### config.mk
export PLATFORM = sky130hd
export DESIGN_NAME = nat_table_least_rate_balancer_core
export DESIGN_NICKNAME = d
export VERILOG_FILES = /design/src/ntlrb_pkg.sv /design/src/ntlrb_cell.sv /design/src/ntlrb_chain.sv /design/src/nat_table_least_rate_balancer_core.sv
export SDC_FILE = /design/constraint.sdc
export NUM_CORES = 2
export LEC_CHECK = 0
export BUFFER_PORTS_ARGS = -buffer_cell sky130_fd_sc_hd__buf_2
export CAP_MARGIN = 20
export CORE_ASPECT_RATIO = 0.5
export CORE_MARGIN = 3
export CORE_UTILIZATION = 60
export CTS_BUF_LIST = sky130_fd_sc_hd__clkbuf_16
export CTS_CLUSTER_DIAMETER = 100
export DETAILED_ROUTE_END_ITERATION = 10
export GPL_ROUTABILITY_DRIVEN = 0
export PLACE_DENSITY = 0.77
export SYNTH_ARGS = -nofsm -noshare
export SYNTH_HDL_FRONTEND = slang
export SYNTH_SLANG_ARGS = --single-unit
### constraint.sdc
create_clock -name clk -period 16.3 [get_ports clk]
set_input_delay 1.63 -clock clk [delete_from_list [all_inputs] [get_ports clk]]
set_output_delay 1.63 -clock clk [all_outputs]
set_load 0.01 [all_outputs]
### src/ntlrb_pkg.sv
`default_nettype none
package ntlrb_pkg;
    localparam int TABLE_DEPTH = 16;
    localparam int IDX_W = $clog2(TABLE_DEPTH);
    localparam int CNT_W = IDX_W + 1;
    localparam int SERVER_COUNT = 4;
    localparam int STAMP_W = 48;
    localparam int LOAD_W = 31;

    localparam logic [1:0] V_PASS = 2'd0;
    localparam logic [1:0] V_REWRITE = 2'd1;
    localparam logic [1:0] V_DROP = 2'd2;

    localparam logic [2:0] CFG_PUBLIC_ADDR = 3'd0;
    localparam logic [2:0] CFG_PUBLIC_PORT = 3'd1;
    localparam logic [2:0] CFG_SERVER_0 = 3'd2;
    localparam logic [2:0] CFG_SERVER_3 = 3'd5;

    // one table row
    typedef struct packed {
        logic [31:0]        ip;
        logic [15:0]        port;
        logic [1:0]         server;
        logic [STAMP_W-1:0] stamp;
    } entry_t;

    // word handed down the chain during a search
    typedef struct packed {
        logic [31:0]        ip;
        logic [15:0]        port;
        logic               hit;
        logic [IDX_W-1:0]   hit_slot;
        logic [STAMP_W-1:0] old_stamp;
        logic [IDX_W-1:0]   old_slot;
    } probe_t;

    // write command broadcast to all cells
    typedef struct packed {
        logic               we;
        logic [IDX_W-1:0]   slot;
        logic               fill;
        entry_t             data;
    } wr_t;
endpackage
`default_nettype wire

### src/ntlrb_cell.sv
`default_nettype none
module ntlrb_cell
    import ntlrb_pkg::*;
(
    input  wire logic             clk,
    input  wire logic [IDX_W-1:0] my_slot,
    input  wire logic [CNT_W-1:0] entry_count,
    input  wire wr_t              wr,
    input  wire probe_t           probe_in,
    output      probe_t           probe_out,
    output      logic [1:0]       server
);
    entry_t entry_reg;
    logic   live;

    always_ff @(posedge clk)
    begin
        if (wr.we && wr.slot == my_slot)
        begin
            if (wr.fill)
                entry_reg <= wr.data;
            else
                entry_reg.stamp <= wr.data.stamp;
        end
    end

    assign live = {1'b0, my_slot} < entry_count;
    assign server = entry_reg.server;

    always_comb
    begin
        probe_out = probe_in;
        if (!probe_in.hit && live && entry_reg.ip == probe_in.ip
            && entry_reg.port == probe_in.port)
        begin
            probe_out.hit = 1'b1;
            probe_out.hit_slot = my_slot;
        end
        if (my_slot == '0 || entry_reg.stamp < probe_in.old_stamp)
        begin
            probe_out.old_stamp = entry_reg.stamp;
            probe_out.old_slot = my_slot;
        end
    end
endmodule
`default_nettype wire

### src/ntlrb_chain.sv
`default_nettype none
module ntlrb_chain
    import ntlrb_pkg::*;
(
    input  wire logic             clk,
    input  wire logic             rst_n,
    input  wire logic             start,
    input  wire logic [31:0]      key_ip,
    input  wire logic [15:0]      key_port,
    input  wire logic [CNT_W-1:0] entry_count,
    input  wire wr_t              wr,
    output      probe_t           result,
    output      logic             done,
    input  wire logic [IDX_W-1:0] rd_slot,
    output      logic [1:0]       rd_server
);
    // cells are evaluated in groups of four per cycle: a registered probe word
    // walks down the row
    localparam int GRP = 4;
    localparam int NGRP = (TABLE_DEPTH + GRP - 1) / GRP;
    localparam int GW = (NGRP > 1) ? $clog2(NGRP + 1) : 1;

    probe_t             chain [TABLE_DEPTH+1];
    probe_t             seed;
    logic [1:0]         srv [TABLE_DEPTH];
    probe_t             probe_reg, probe_next;
    logic [GW-1:0]      grp_reg;
    logic               busy_reg;

    always_comb
    begin
        seed = '0;
        seed.ip = key_ip;
        seed.port = key_port;
    end

    genvar g;
    generate
        for (g = 0; g < TABLE_DEPTH; g++)
        begin : g_cell
            probe_t pin;
            assign pin = (g % GRP == 0) ? probe_reg : chain[g];
            ntlrb_cell u_cell (
                .clk        (clk),
                .my_slot    (IDX_W'(g)),
                .entry_count(entry_count),
                .wr         (wr),
                .probe_in   (pin),
                .probe_out  (chain[g+1]),
                .server     (srv[g])
            );
        end
    endgenerate
    assign chain[0] = probe_reg;

    always_comb
    begin
        probe_next = probe_reg;
        for (int k = 0; k < NGRP; k++)
            if (grp_reg == GW'(k))
                probe_next = chain[(k*GRP+GRP > TABLE_DEPTH) ? TABLE_DEPTH : k*GRP+GRP];
    end

    always_ff @(posedge clk or negedge rst_n)
    begin
        if (!rst_n)
        begin
            busy_reg <= 1'b0;
            grp_reg <= '0;
            probe_reg <= '0;
        end
        else if (start)
        begin
            busy_reg <= 1'b1;
            grp_reg <= '0;
            probe_reg <= seed;
        end
        else if (busy_reg)
        begin
            probe_reg <= probe_next;
            grp_reg <= grp_reg + 1'b1;
            if (grp_reg == GW'(NGRP - 1))
                busy_reg <= 1'b0;
        end
    end

    assign done = busy_reg && grp_reg == GW'(NGRP - 1);
    assign result = probe_next;
    assign rd_server = srv[rd_slot];
endmodule
`default_nettype wire

### src/nat_table_least_rate_balancer_core.sv
// channel | valid     | ready     | payload
// in      | in_valid  | in_ready  | action is_udp src_ip dst_ip src_port dst_port
// out     | out_valid | out_ready | verdict out_src_ip out_dst_ip server_index new_entry
// cfg     | cfg_valid | cfg_ready | cfg_index cfg_data
// A word goes through these steps: accept, 4 search steps over the cell row (four cells a
// step), an update step; the result then sits in the output register.
// A new word is taken while the result waits, but work stalls on a full output register.
// Reset clears the fill count, tick counter and server counters; table rows
// hold whatever they last held and are only read below the fill count.
`default_nettype none
module nat_table_least_rate_balancer_core
    import ntlrb_pkg::*;
(
    input  wire logic        clk,
    input  wire logic        rst_n,
    input  wire logic        in_valid,
    output      logic        in_ready,
    input  wire logic        action,
    input  wire logic        is_udp,
    input  wire logic [31:0] src_ip,
    input  wire logic [31:0] dst_ip,
    input  wire logic [15:0] src_port,
    input  wire logic [15:0] dst_port,
    output      logic        out_valid,
    input  wire logic        out_ready,
    output      logic [1:0]  verdict,
    output      logic [31:0] out_src_ip,
    output      logic [31:0] out_dst_ip,
    output      logic [1:0]  server_index,
    output      logic        new_entry,
    input  wire logic        cfg_valid,
    output      logic        cfg_ready,
    input  wire logic [2:0]  cfg_index,
    input  wire logic [31:0] cfg_data
);
    localparam logic [1:0] S_IDLE = 2'd0;
    localparam logic [1:0] S_SRCH = 2'd1;
    localparam logic [1:0] S_UPD  = 2'd2;

    logic [1:0]         state_reg;
    logic [31:0]        pub_addr_reg;
    logic [15:0]        pub_port_reg;
    logic [31:0]        srv_addr_reg [SERVER_COUNT];
    logic [CNT_W-1:0]   count_reg;
    logic [STAMP_W-1:0] clock_reg;
    logic [LOAD_W-1:0]  load_reg [SERVER_COUNT];
    logic               act_reg, udp_reg;
    logic [31:0]        sip_reg, dip_reg;
    logic [15:0]        sport_reg, dport_reg;
    probe_t             res, res_reg;
    logic               done, start;
    wr_t                wr;
    logic [IDX_W-1:0]   rd_slot;
    logic [1:0]         rd_server, least;
    logic               inb, lookup_ok;

    logic        ov_reg;
    logic [1:0]  v_reg, si_reg;
    logic [31:0] os_reg, od_reg;
    logic        ne_reg;

    assign in_ready = state_reg == S_IDLE;
    assign cfg_ready = 1'b1;
    assign start = in_valid && in_ready;
    assign inb = !act_reg;
    assign lookup_ok = inb ? (dip_reg != 32'd0 && dip_reg == pub_addr_reg
                              && dport_reg == pub_port_reg) : 1'b1;

    ntlrb_chain u_chain (
        .clk        (clk),
        .rst_n      (rst_n),
        .start      (start),
        .key_ip     (action ? dst_ip : src_ip),
        .key_port   (action ? dst_port : src_port),
        .entry_count(count_reg),
        .wr         (wr),
        .result     (res),
        .done       (done),
        .rd_slot    (rd_slot),
        .rd_server  (rd_server)
    );

    always_comb
    begin
        least = 2'd0;
        for (int i = 1; i < SERVER_COUNT; i++)
            if (load_reg[i] < load_reg[least])
                least = 2'(i);
    end

    logic             miss_ins;
    logic [IDX_W-1:0] ins_slot;
    logic             do_upd;
    logic [1:0]       sidx;

    assign do_upd = state_reg == S_UPD && !ov_reg && udp_reg && lookup_ok
                    && (inb || res_reg.hit);
    assign miss_ins = inb && !res_reg.hit;
    assign ins_slot = (count_reg >= CNT_W'(TABLE_DEPTH)) ? res_reg.old_slot
                                                         : count_reg[IDX_W-1:0];
    assign rd_slot = res_reg.hit_slot;
    assign sidx = miss_ins ? least : rd_server;

    always_comb
    begin
        wr.we = do_upd;
        wr.slot = miss_ins ? ins_slot : res_reg.hit_slot;
        wr.fill = miss_ins;
        wr.data.ip = sip_reg;
        wr.data.port = sport_reg;
        wr.data.server = least;
        wr.data.stamp = clock_reg;
    end

    always_ff @(posedge clk)
    begin
        if (start)
        begin
            act_reg <= action;
            udp_reg <= is_udp;
            sip_reg <= src_ip;
            dip_reg <= dst_ip;
            sport_reg <= src_port;
            dport_reg <= dst_port;
        end
        if (done)
            res_reg <= res;
    end

    always_ff @(posedge clk or negedge rst_n)
    begin
        if (!rst_n)
        begin
            state_reg <= S_IDLE;
            pub_addr_reg <= 32'd2560099736;
            pub_port_reg <= 16'd36895;
            srv_addr_reg[0] <= 32'd16885952;
            srv_addr_reg[1] <= 32'd16951488;
            srv_addr_reg[2] <= 32'd17017024;
            srv_addr_reg[3] <= 32'd17082560;
            count_reg <= '0;
            clock_reg <= '0;
            for (int i = 0; i < SERVER_COUNT; i++)
                load_reg[i] <= '0;
            ov_reg <= 1'b0;
            v_reg <= V_PASS;
            os_reg <= '0;
            od_reg <= '0;
            si_reg <= 2'd0;
            ne_reg <= 1'b0;
        end
        else
        begin
            if (cfg_valid)
            begin
                if (cfg_index == CFG_PUBLIC_ADDR)
                    pub_addr_reg <= cfg_data;
                else if (cfg_index == CFG_PUBLIC_PORT)
                    pub_port_reg <= cfg_data[15:0];
                else if (cfg_index >= CFG_SERVER_0 && cfg_index <= CFG_SERVER_3)
                    srv_addr_reg[2'(cfg_index - CFG_SERVER_0)] <= cfg_data;
            end
            if (ov_reg && out_ready)
                ov_reg <= 1'b0;
            case (state_reg)
                S_IDLE:
                begin
                    if (start)
                        state_reg <= S_SRCH;
                end
                S_SRCH:
                begin
                    if (done)
                        state_reg <= S_UPD;
                end
                S_UPD:
                begin
                    if (!ov_reg)
                    begin
                        state_reg <= S_IDLE;
                        ov_reg <= 1'b1;
                        v_reg <= V_PASS;
                        os_reg <= sip_reg;
                        od_reg <= dip_reg;
                        si_reg <= 2'd0;
                        ne_reg <= 1'b0;
                        if (udp_reg)
                        begin
                            if (inb && dip_reg != 32'd0 && !lookup_ok)
                                v_reg <= V_DROP;
                            else if (!inb && !res_reg.hit)
                                v_reg <= V_DROP;
                            else if (do_upd)
                            begin
                                v_reg <= V_REWRITE;
                                si_reg <= sidx;
                                ne_reg <= miss_ins;
                                if (inb)
                                    od_reg <= srv_addr_reg[sidx];
                                else
                                    os_reg <= pub_addr_reg;
                            end
                        end
                        if (do_upd)
                        begin
                            clock_reg <= clock_reg + 1'b1;
                            if (miss_ins && count_reg < CNT_W'(TABLE_DEPTH))
                                count_reg <= count_reg + 1'b1;
                            for (int i = 0; i < SERVER_COUNT; i++)
                            begin
                                if (2'(i) == sidx)
                                begin
                                    if (miss_ins)
                                        load_reg[i] <= LOAD_W'(1);
                                    else if (load_reg[i] != '1)
                                        load_reg[i] <= load_reg[i] + 1'b1;
                                end
                                else if (miss_ins)
                                    load_reg[i] <= '0;
                            end
                        end
                    end
                end
                default: state_reg <= S_IDLE;
            endcase
        end
    end

    assign out_valid = ov_reg;
    assign verdict = v_reg;
    assign out_src_ip = os_reg;
    assign out_dst_ip = od_reg;
    assign server_index = si_reg;
    assign new_entry = ne_reg;

`ifndef NO_ASSERTIONS
    a_count: assert property (@(posedge clk) disable iff (!rst_n)
        count_reg <= CNT_W'(TABLE_DEPTH)) else $error("fill count overrun");
    a_verdict: assert property (@(posedge clk) disable iff (!rst_n)
        out_valid |-> verdict != 2'd3) else $error("bad verdict");
    a_fresh: assert property (@(posedge clk) disable iff (!rst_n)
        out_valid && new_entry |-> verdict == V_REWRITE) else $error("insert not rewritten");
`endif
endmodule
`default_nettype wire
; After elaboration in Yosys (flattened, before gate mapping)
; Cells that the tools add are included.
; W data, S select, Z words.
[totals]
reg_bits = 2209
word_cells = 477
input_bits = 138
out_inout_bits = 72
[classes]
order_cmp = 44
n_eq_ne = 67
add_sub_neg = 8
n_bitwise = 8
muxes = 108
n_reduce_logical = 142
[ops]
columns = operator, n
row1 = $mux W52, 15
row2 = $lt A48 B48 Y1, 15
row3 = $eq A32 B32 Y1, 17
row4 = $mux W31, 17
row5 = $mux W32, 14
row6 = $eq A16 B16 Y1, 17
row7 = $mux W57, 4
row8 = $mux W105, 2
row9 = $bwmux W128, 1
row10 = $add A31 B1 Y31 const B, 4
row11 = $bmux W31 S2, 2
row12 = $ne A31 B31 Y1 const B, 4
row13 = $lt A31 B31 Y1, 3
row14 = $logic_and A1 B1 Y1, 80
row15 = $mux W5, 16
row16 = $bmux W32 S2, 1
row17 = $demux W32 S2, 1
row18 = $add A48 B1 Y48 const B, 1
row19 = $lt A4 B5 Y1 const A, 8
row20 = $reduce_and A2 Y1, 20
row21 = $eq A4 B4 Y1 const B, 8
row22 = $reduce_bool A32 Y1, 1
row23 = $mux W2, 15
row24 = $lt A3 B5 Y1 const A, 4
row25 = other kinds (41), 107

; Depth between registers and ports, before layout
[logic_depth]
depth_word = 26
depth_mapped = 49
mapped_depth_nobuf = 41

; Modules after synthesis
; From an unflattened synthesis, not the netlist that was laid out.
[hier_totals]
hier_cells = 11126
area_unflattened_um2 = 134480.2
[modules_own_cells]
columns = module, cells_each, seq_area_each_um2, area_per_inst_um2, n_inst
row1 = ntlrb_cell at u_chain.g_cell[0].u_cell ..., 474, 2942.8, 6109.6, 15
row2 = nat_table_least_rate_balancer_core, 2343, 13907.1, 26225.2, 1
row3 = ntlrb_chain, 1198, 2727.6, 10492.6, 1
row4 = ntlrb_cell at u_chain.g_cell[9].u_cell, 475, 2942.8, 6118.4, 1

; Worst setup path before layout
; OpenSTA, ideal clock, no wires.
[synth_timing]
path_kind = register -> register
startpoint = reg u_chain.probe_reg, in the netlist u_chain.chain[1719]
endpoint = reg u_chain.probe_reg, in the netlist u_chain.chain[1682]
synth_period_minus_slack_ps = 10053
stages_incl_launch_ff = 47
path_buffers = 8
setup_slack_ps = 6247
required_time_ps = 16156
arrival_time_ps = 9909
setup_time_ps = 144
cell_sequence = dfrtp_1 -> inv_1 -> ha_1 -> a21oi_1 -> o21ai_1 -> a2111oi_2 -> nand2_1 -> o31ai_2 -> buf_2 -> buf_2 -> a21oi_1 -> ha_1 -> nand4_1 -> nor4_1 -> nand2_1 -> o22ai_1 -> nor2_1 -> o211a_1 -> [... 11 more ...] -> a21oi_1 -> buf_2 -> buf_2 -> buf_2 -> o21a_1 -> ha_1 -> and3_1 -> nand4_1 -> nor3_1 -> nand4_1 -> or4_1 -> o21ai_0 -> a211o_1 -> clkbuf_1 -> o21ai_1 -> o311ai_1 -> o31ai_1 -> a211oi_1
[synth_via]
elab_chain_len = 13
word_cells_on_any_way = 29
cone_classes = 12 x order compare / 17 x mux
[synth_rtl]
columns = item, line
row1 = from (decl), ntlrb_chain.sv:26  ; probe_t probe_reg, probe_next;
row2 = from (signal assigned), ntlrb_chain.sv:80  ; probe_reg <= probe_next;
row3 = $lt A48 B48 Y1, ntlrb_cell.sv:39  ; if (my_slot == '0 || entry_reg.stamp < probe_in.old_stamp)
row4 = $mux W52, ntlrb_cell.sv:39
row5 = $lt A48 B48 Y1, ntlrb_cell.sv:39
row6 = $mux W52, ntlrb_cell.sv:39
row7 = $lt A48 B48 Y1, ntlrb_cell.sv:39
row8 = $mux W52, ntlrb_cell.sv:39
row9 = $lt A48 B48 Y1, ntlrb_cell.sv:39
row10 = $mux W52, ntlrb_cell.sv:39
row11 = $mux W57 (2 in a row), ntlrb_chain.sv:60  ; if (grp_reg == GW'(k))
row12 = $mux W57 (*), ntlrb_chain.sv:60
row13 = $mux W105 (*), ntlrb_chain.sv:78  ; else if (busy_reg)
row14 = $mux W105 (*), ntlrb_chain.sv:72  ; else if (start)
; Every way passes the cells marked *; elsewhere a longest branch is shown, timed or not. The select of a mux whose other input is x is not followed.
; A chain may end at the register's enable or synchronous reset.

; Worst setup path in the final report
[layout_timing]
startpoint = reg u_chain.probe_reg, in the netlist u_chain.chain[1699]
endpoint = reg u_chain.probe_reg, in the netlist u_chain.chain[1726]
; Same word-level chain as after synthesis.

==> run metrics <==
Cells after Synth 9536; post-synth cell types 101; area of the multi-input gates 47500 sq um; Max-slew headroom 6.67%; Port Buffers 208; final count of pins violating max slew 0; Setup crit end kind register; Hold Startpoint verdict[1]; maxcap violations 0; WL/cell 29.6 um; Peak Freq 0.0664 GHz; Final min period 15050 ps; Worst-Skew Late Latency 900 ps; commonest non-fill, non-tap cell in the layout edfxtp_1; CTS Buffer Depth 4; Die Span X 624 um; Post-DP HPWL 250000 um; cts hold-fix bufs 0; # resized after CTS 0; status finished, final reports clean; PnR worst setup slack 1250 ps; clk sinks 2209; Yosys warnings 0; Residual DRC 0; Worst Hold Class register to register; share of layout cells above drive strength 1 11.2%; TritonCTS Buffers 201; Setup TNS 0 ps; initial antenna violation count 51; Mapped Nets 10.5k; Hold Path Stages 2; Routed Wire Length 369000 um; worst r2r src u_chain.chain[1699]; vias per std cell 6.78; DRT iter0 DRCs 13.2k; synthesized flop and latch total 2209; post-synthesis sequential area ratio 55.7%; Starting Density 60.8%; Worst-path clk slew 70 ps; Worst Path Max Fanout 64; Post-CTS Setup Bufs 0; Hold EP verdict[1]; most used cell, CP buf_4; Primary FF master, synth edfxtp_1; worst slack, placed 1730 ps; I/O pins 210; WP buf/inv 7; WS Path Type register to register; clk root buf clkbuf_16; CP arrival 15740 ps; row cnt 112; leakage power 50.9 nW; fin nets 10.7k; cell area after synthesis 114000 sq um; Slowest-stage cell, CP nor3_4; largest net degree at the start of global routing 164; CTS HTree Levels 4; TritonCTS clock tree yes; Final Skew 70.0 ps; GRT Residual Overflow 0; syn avg cell area 12.0 sq um; Final Hold Fails 0; Via Count 84.5k; final-report setup violation count 0; ys async rst share 24.2%; vias in the first global route 80.1k; flop2flop setup slack 1250 ps; Routed Antenna Nets 0; worst flop-to-flop path endpoint u_chain.chain[1726]; Fill cells 13.4k; Syn-to-layout area delta 9.72%; CP Launch Type register; Final period util 92.3%; RSZ-0062 raised after global routing no; max reg flops 1536; FF+latch area 63700 sq um; Vert. Die Dim 315 um; Req. time, crit path 16990 ps; PD cells 124 nW/um^2; DRT Pass-1 Iters 9; global-route usage over all layers 36.9%; die area 196000 sq um; Largest delay share family, worst path simple AND/OR/NAND/NOR gates; first-pass GRT wire length 533000 um; Core ar. 188000 sq um; most frequent cells in the layout edfxtp_1 (1675), ha_1 (805), xor2_1 (607); worst-margin pin slew 1390 ps; CP peak stage delay 770 ps; Post-synth EDFFs 1675; Worst Reg2Reg Path Length in Cells 44; Peak VDD IR 0.112 mV
[tightest hold or removal path, cell delays in order, from the launching register on]
cell     delay, ps
dfrtp_1        340
nand2_1         50
nand2_1         50
[per-stage QoR]
step / util [%] / hold slack, ps / power (mW) / instance area [sq um] / std cells
floorplan: - / 451 / 9.15 / 114000 / 9536
global placement: 63.3 / 459 / 10.6 / 119000 / 12100
detailed placement: 63.3 / 457 / 10.7 / 119000 / 12100
CTS: 66.7 / 474 / 15.4 / 125000 / 12400
global route: 66.7 / 497 / 16.0 / 126000 / 12500
finish: 66.8 / 474 / 15.6 / 126000 / 12500
[layer usage]
layer	routed length, um	up-vias	global-route usage [%]	share of wire [%]
met4	24400	2	20.8	6.6
met5	11	-	0	0.0030
met2	155000	6234	53.2	42
met1	136000	41000	50.5	37
li1	-	36100	-	-
met3	53900	1251	10.4	15
[layout make-up]
cell class / count / share of cell area [%]
diodes: 41 / 0.0817
clock buffers: 203 / 4.05
clock inverters: 161 / 0.957
inverters: 535 / 1.60
multi-input cells: 6379 / 37.8
flip-flops and latches: 2209 / 50.8
well taps: 2508 / 2.50
repair buffers: 429 / 2.24
[where the power goes]
group          leakage (nW)  switching [mW]  internal (mW)  total [mW]
registers              23.9           0.345           6.45        6.79
logic                  23.7            2.78           1.28        4.05
clock network          3.30            2.18           2.54        4.72
[cell families (layout without fill, tap and decap cells)]
kind of cell | count (synthesis) | in the layout | synth area share, %
other cells | 1 | 42 | 0.00328
compound gates | 1939 | 1939 | 11.0
buf+inv | 948 | 1328 | 3.28
fa+ha+maj | 805 | 805 | 8.80
mux | 567 | 567 | 5.33
xor+xnor | 827 | 827 | 6.33
flops | 2209 | 2209 | 55.7
simple gates | 2240 | 2240 | 9.55
[synth_stat cells (20+ instances only)]
| library cell | number | area (sq um) |
|---|---|---|
| buf_1 | 20 | 75.1 |
| a21o_1 | 137 | 1030 |
| clkbuf_1 | 311 | 1170 |
| dfrtp_1 | 487 | 12200 |
| a221oi_1 | 23 | 201 |
| edfxtp_1 | 1675 | 50300 |
| a211oi_1 | 159 | 1190 |
| nand3_1 | 143 | 716 |
| nor2b_1 | 40 | 250 |
| a211o_1 | 61 | 534 |
| nand4_1 | 238 | 1490 |
| o2111ai_1 | 89 | 780 |
| a2111oi_0 | 30 | 263 |
| o21ai_0 | 472 | 2360 |
| mux2_2 | 232 | 2610 |
| or3_1 | 60 | 375 |
| a31oi_1 | 42 | 263 |
| inv_1 | 534 | 2000 |
| nor2_1 | 617 | 2320 |
| a21oi_1 | 484 | 2420 |
| o21a_1 | 72 | 541 |
| ha_1 | 805 | 10100 |
| and3_1 | 123 | 769 |
| nand2b_1 | 21 | 131 |
| o21ai_1 | 26 | 130 |
| nand2_1 | 578 | 2170 |
| and4_1 | 23 | 201 |
| xnor2_1 | 220 | 1930 |
| o221ai_1 | 48 | 420 |
| nor4_1 | 206 | 1290 |
| o31ai_1 | 44 | 330 |
| xor2_1 | 607 | 5320 |
| buf_2 | 63 | 315 |
| dfstp_2 | 47 | 1230 |
| o211ai_1 | 85 | 638 |
| and2_1 | 23 | 144 |
| nor3_1 | 93 | 465 |
| mux2i_1 | 322 | 3220 |
[worst max path at each step]
stage	from	end	slack, ps	cells past startpoint
2_1_floorplan	u_chain.chain[1719]	u_chain.chain[1682]	6250	46
3_3_place_gp	u_chain.chain[1731]	u_chain.chain[1720]	1850	43
3_5_place_dp	u_chain.chain[1727]	u_chain.chain[1724]	1730	44
4_1_cts	u_chain.chain[1729]	u_chain.chain[1724]	1510	44
5_1_grt	u_chain.chain[1699]	u_chain.chain[1726]	780	45
6_report	u_chain.chain[1699]	u_chain.chain[1726]	1250	44
Power figures use the tool's default switching activity.
